===== config.mk =====
export PLATFORM = sky130hd
export DESIGN_NAME = tcle_addr_unit
export DESIGN_NICKNAME = d
export VERILOG_FILES = /design/src/hdl/tcle_pkg.sv /design/src/hdl/tcle_addr_unit.sv
export SDC_FILE = /design/constraint.sdc
export NUM_CORES = 1
export LEC_CHECK = 0
export ABC_AREA = 1
export BUFFER_PORTS_ARGS = -buffer_cell sky130_fd_sc_hd__buf_2
export CORE_MARGIN = 3
export CORE_UTILIZATION = 35
export DETAILED_ROUTE_END_ITERATION = 10
export PLACE_DENSITY_LB_ADDON = 0.08
export SYNTH_ARGS = -nofsm -noshare
export SYNTH_HDL_FRONTEND = slang
export SYNTH_SLANG_ARGS = --single-unit

===== constraint.sdc =====
create_clock -name vclk -period 3.9
set_input_delay 0.195 -clock vclk [all_inputs]
set_output_delay 0.195 -clock vclk [all_outputs]
set_load 0.1 [all_outputs]

===== src/hdl/tcle_pkg.sv =====
`timescale 1ns / 1ps

package tcle_pkg;

	// fixed field widths
	localparam int MODE_W = 4;
	localparam int CHAR_W = 8;
	localparam int INDEX_W = 11;
	localparam int COL_W = 7;
	localparam int ROW_W = 5;
	localparam int LEN_W = 11;
	localparam int CELL_W = 16;
	localparam int TAB_W = 5;
	localparam int CFG_W = 8;
	localparam int CFG_IDX_W = 2;

	// default geometry
	localparam int COLS_DEF = 80;
	localparam int ROWS_DEF = 25;
	localparam int HEADER_ROWS_DEF = 6;
	localparam int START_ROW_DEF = 8;
	localparam int PROMPT_WIDTH_DEF = 1;

	localparam logic [LEN_W-1:0] LEN_MAX = '1;

	// character codes and colors
	localparam logic [CHAR_W-1:0] BLANK_CODE = 8'h20;
	localparam logic [CHAR_W-1:0] TAB_CODE = 8'h09;
	localparam logic [CHAR_W-1:0] NEWLINE_CODE = 8'h0A;
	localparam logic [7:0] HEADER_ATTR = 8'h82;
	localparam logic [7:0] PLAIN_ATTR = 8'h07;

	// register reset values
	localparam logic [TAB_W-1:0] TAB_WIDTH_RST = 5'd4;
	localparam logic [CHAR_W-1:0] ERASE_CODE_RST = 8'd8;
	localparam logic [CHAR_W-1:0] PROMPT_GLYPH_RST = 8'd62;
	localparam logic [7:0] PROMPT_ATTR_RST = 8'd2;

	// register indexes
	localparam logic [CFG_IDX_W-1:0] REG_TAB_WIDTH = 2'd0;
	localparam logic [CFG_IDX_W-1:0] REG_ERASE_CODE = 2'd1;
	localparam logic [CFG_IDX_W-1:0] REG_PROMPT_GLYPH = 2'd2;
	localparam logic [CFG_IDX_W-1:0] REG_PROMPT_ATTR = 2'd3;

	// command modes
	localparam logic [MODE_W-1:0] MODE_PUT = 4'd0;
	localparam logic [MODE_W-1:0] MODE_LEFT = 4'd1;
	localparam logic [MODE_W-1:0] MODE_RIGHT = 4'd2;
	localparam logic [MODE_W-1:0] MODE_HOME = 4'd3;
	localparam logic [MODE_W-1:0] MODE_END = 4'd4;
	localparam logic [MODE_W-1:0] MODE_DELETE = 4'd5;
	localparam logic [MODE_W-1:0] MODE_PROMPT = 4'd6;
	localparam logic [MODE_W-1:0] MODE_FG_NEXT = 4'd7;
	localparam logic [MODE_W-1:0] MODE_BG_NEXT = 4'd8;
	localparam logic [MODE_W-1:0] MODE_READ = 4'd9;

endpackage


===== src/hdl/tcle_addr_unit.sv =====
`timescale 1ns / 1ps

module tcle_addr_unit #(
	parameter int COLS = 80,
	parameter int SUM_W = 12
) (
	input logic [tcle_pkg::ROW_W-1:0] row,
	input logic [tcle_pkg::LEN_W-1:0] offset,
	output logic [SUM_W-1:0] sum
);
	import tcle_pkg::*;

	// row times width plus offset, the one multiplier in the block
	assign sum = SUM_W'(row) * SUM_W'(COLS) + SUM_W'(offset);

endmodule


# After elaboration in Yosys (flattened, before gate mapping)
# Index checks and enable logic that the tools add are counted.
[word_totals] register_bits=0 latch_bits=0 ramBits=0 romBits=0 inputBits=16 output_inout_bits=12 word_cells=2 memories=0
[op_classes] add_sub_neg=1 multipliers=1 n_div=0 n_lt_le_gt_ge=0 n_eq_ne=0 shift=0 n_mux=0 n_bitwise=0 reduce_logical=0
[ops] cell="adder 12 x 11 -> 12 bit" n=1
[ops] cell="multiplier 5 x 3 -> 8 bit (second input constant)" n=1

# Depth between registers and ports, before layout
[logic_depth] word_depth=2 mapped_depth=13 depth_no_buf=13

# Worst setup path before layout
# No wires, ideal clock.
[synth_timing] path_kind="in2out" startpoint="input port row[1] in the netlist's numbering" endpoint="output port sum[8]" arrival_ns=3.050 t_required_ns=3.705 slack_ns=0.655 stages=5 path_buffers=0 cell_sequence="ha_1 > ha_1 > fa_1 > ha_1 > xnor2_1"
[synth_between] elab_chain_len=2
[synth_rtl] item="start, declared" line_no="tcle_addr_unit.sv:7" source="input logic [tcle_pkg::ROW_W-1:0] row,"
[synth_rtl] item="multiplier 5 x 3 -> 8 bit" line_no="tcle_addr_unit.sv:14" source="assign sum = SUM_W'(row) * SUM_W'(COLS) + SUM_W'(offset);"
[synth_rtl] item="adder 12 x 11 -> 12 bit" line_no="tcle_addr_unit.sv:14"
[synth_rtl] item="end, declared" line_no="tcle_addr_unit.sv:9" source="output logic [SUM_W-1:0] sum"
# No other way between the ends.

# Worst setup path in the final report
[layout_timing] startpoint="input port row[1] in the netlist's numbering" endpoint="output port sum[11]"
# Same word-level chain as after synthesis.

==> results_dict.tcl <==
set metrics [dict create \
    worst-path-buf-inv 4 \
    drc 0 \
    leakage_nw 0.3889 \
    worst_slew_pin_slew_ns 0.4878 \
    cpMostUsedCell "ha_1" \
    critPathTopFamily "adder cells" \
    fin_util_pct 45.32 \
    rsz0062_at_grt "false" \
    globalRouteOverflowTotal 0 \
    irDropWorstVdd_uv 130.6 \
    core_um2 1350 \
    place.gp.congestion 0.7168 \
    nClkBuffers 0 \
    hp-class "in -> out" \
    yosysUniqueCellTypes 17 \
    final_nets 130 \
    status "complete, no violations" \
    max_stage_delay_ns 0.42 \
    num_rows 13 \
    maxSlewHeadroom_pct 67.70 \
    fin_tns_setup_ns 0 \
    max_cap_viol_count 0 \
    syn_inst 81 \
    synthToLayoutAreaGrowth_pct 16.99 \
    p_total_mw 0.3073 \
    final_cell_mix "21 x nand2_1, 20 x buf_2, 14 x inv_1, 13 x ha_1, 6 x nor2_1" \
    diodes 0 \
    ioPinCount 28 \
    setup_viol 0 \
    hpwlAfterDp_um 866.8 \
    ant_nets 0 \
    fin_area_um2 611.8 \
    wire_per_inst_um 8.313 \
    critPathLaunchType "input pin" \
    wirelength_um 931 \
    arrival_ns 2.64 \
    grt_pass1_vias 405 \
    post_cts_buffers 0 \
    path_class "in -> out" \
    final_common_cell "nand2_1" \
    dp.cells 112 \
    min_period_ns 2.833 \
    crit_chain "buf_2 > ha_1 > ha_1 > fa_1 > nand2_1 > inv_1 > nor2_1 > ha_1 > nand2_2 > inv_1 > a21oi_1 > nand3_1 > nand2_1 > buf_2" \
    vias_per_cell 4.205 \
    power.density_nw_per_um2 502.3 \
    setup_ws_ns 1.067 \
    start_util_pct 38.74 \
    period_share_pct 72.63 \
    regArea_um2 0 \
    final_cells 112 \
    drive_above_1_share_pct 26.80 \
    synth_area_per_cell_um2 6.457 \
    place_area_um2 611.8 \
    hold_viol_final 0 \
    die_h_um 44.66 \
    yosysWarnings 0 \
    die_area_um2 1994 \
    grt_pass1_wl_um 1559 \
    fp.dieW_um 44.66 \
    dr.pass1.iters 4 \
    crit_slowest_cell "buf_2" \
    cp_max_fo 5 \
    critical_path_required_ns 3.70 \
    drt_iter0_markers 2 \
    slew_violations 0 \
    cts-resized-gates 0 \
    gr-usage-all-layers_pct 9.653 \
    vias 471 \
    port_buffers 20 \
    netlist_area_um2 523.0 \
    clock.fmax_mhz 353.0 \
    synth_sequential_area_ratio_pct 0 \
    endpoint_kind "output pin" \
    grt_start_max_net_pins 6 \
    pre_cts_ws_ns 1.085 \
    synth_nets 112 \
    whs_ns 0.3900 \
    seq_cell_count 0 \
    num-fill-cells 154 \
    ctsHoldBuffers 0 \
    antenna_found_initial 0 \
]
cell families after synthesis:
group | Yosys count | share of synthesized area, %
simple gates | 40 | 35.17
buf+inv | 19 | 16.51
fa+ha+maj | 15 | 38.76
xor+xnor | 4 | 6.700
compound gates | 3 | 2.870
power by group:
part           leakage, nW  total, mW  internal (mW)  switching [mW]
logic                0.389      0.307         0.0646           0.243
registers                0          0              0               0
clock network            0          0              0               0
total                0.389      0.307         0.0646           0.243
synth_stat cells:
| master | instances | area share (%) |
|---|---|---|
| nand3b_1 | 1 | 1.4 |
| xnor2_1 | 3 | 5.0 |
| nand3_1 | 5 | 4.8 |
| nor2_1 | 6 | 4.3 |
| nor2_2 | 1 | 1.2 |
| nand2_1 | 21 | 15 |
| or2_1 | 1 | 1.2 |
| or2_4 | 1 | 1.7 |
| ha_1 | 13 | 31 |
| fa_1 | 2 | 7.7 |
| nand2_2 | 3 | 3.6 |
| clkinv_1 | 1 | 0.72 |
| inv_1 | 14 | 10 |
| buf_4 | 4 | 5.7 |
| a21oi_1 | 3 | 2.9 |
| nand3_2 | 1 | 1.9 |
| xor2_1 | 1 | 1.7 |
per-layer routing:
metal | GRT usage [%] | share of wire [%] | up-vias
met5 | 0 | 0 | -
met1 | 15.38 | 53 | 178
met4 | 0.6024 | 0.43 | 0
li1 | - | - | 282
met3 | 0 | 5.6 | 2
met2 | 14.90 | 41 | 9
final timing paths:
kind	startpoint	endpoint	slack, ns	cells past startpoint
worst min-delay path	offset[2]	sum[2]	0.39	0
worst max-delay path	row[1]	sum[11]	1.07	14
area by class of cell:
class / count / area, um^2 / share of cell area [%]
multi-input combinational: 62 / 436.7 / 71.37
timing repair buffer: 20 / 100.1 / 16.36
inverter: 15 / 56.30 / 9.202
tap: 15 / 18.77 / 3.067
(Power assumes the default switching activity.)
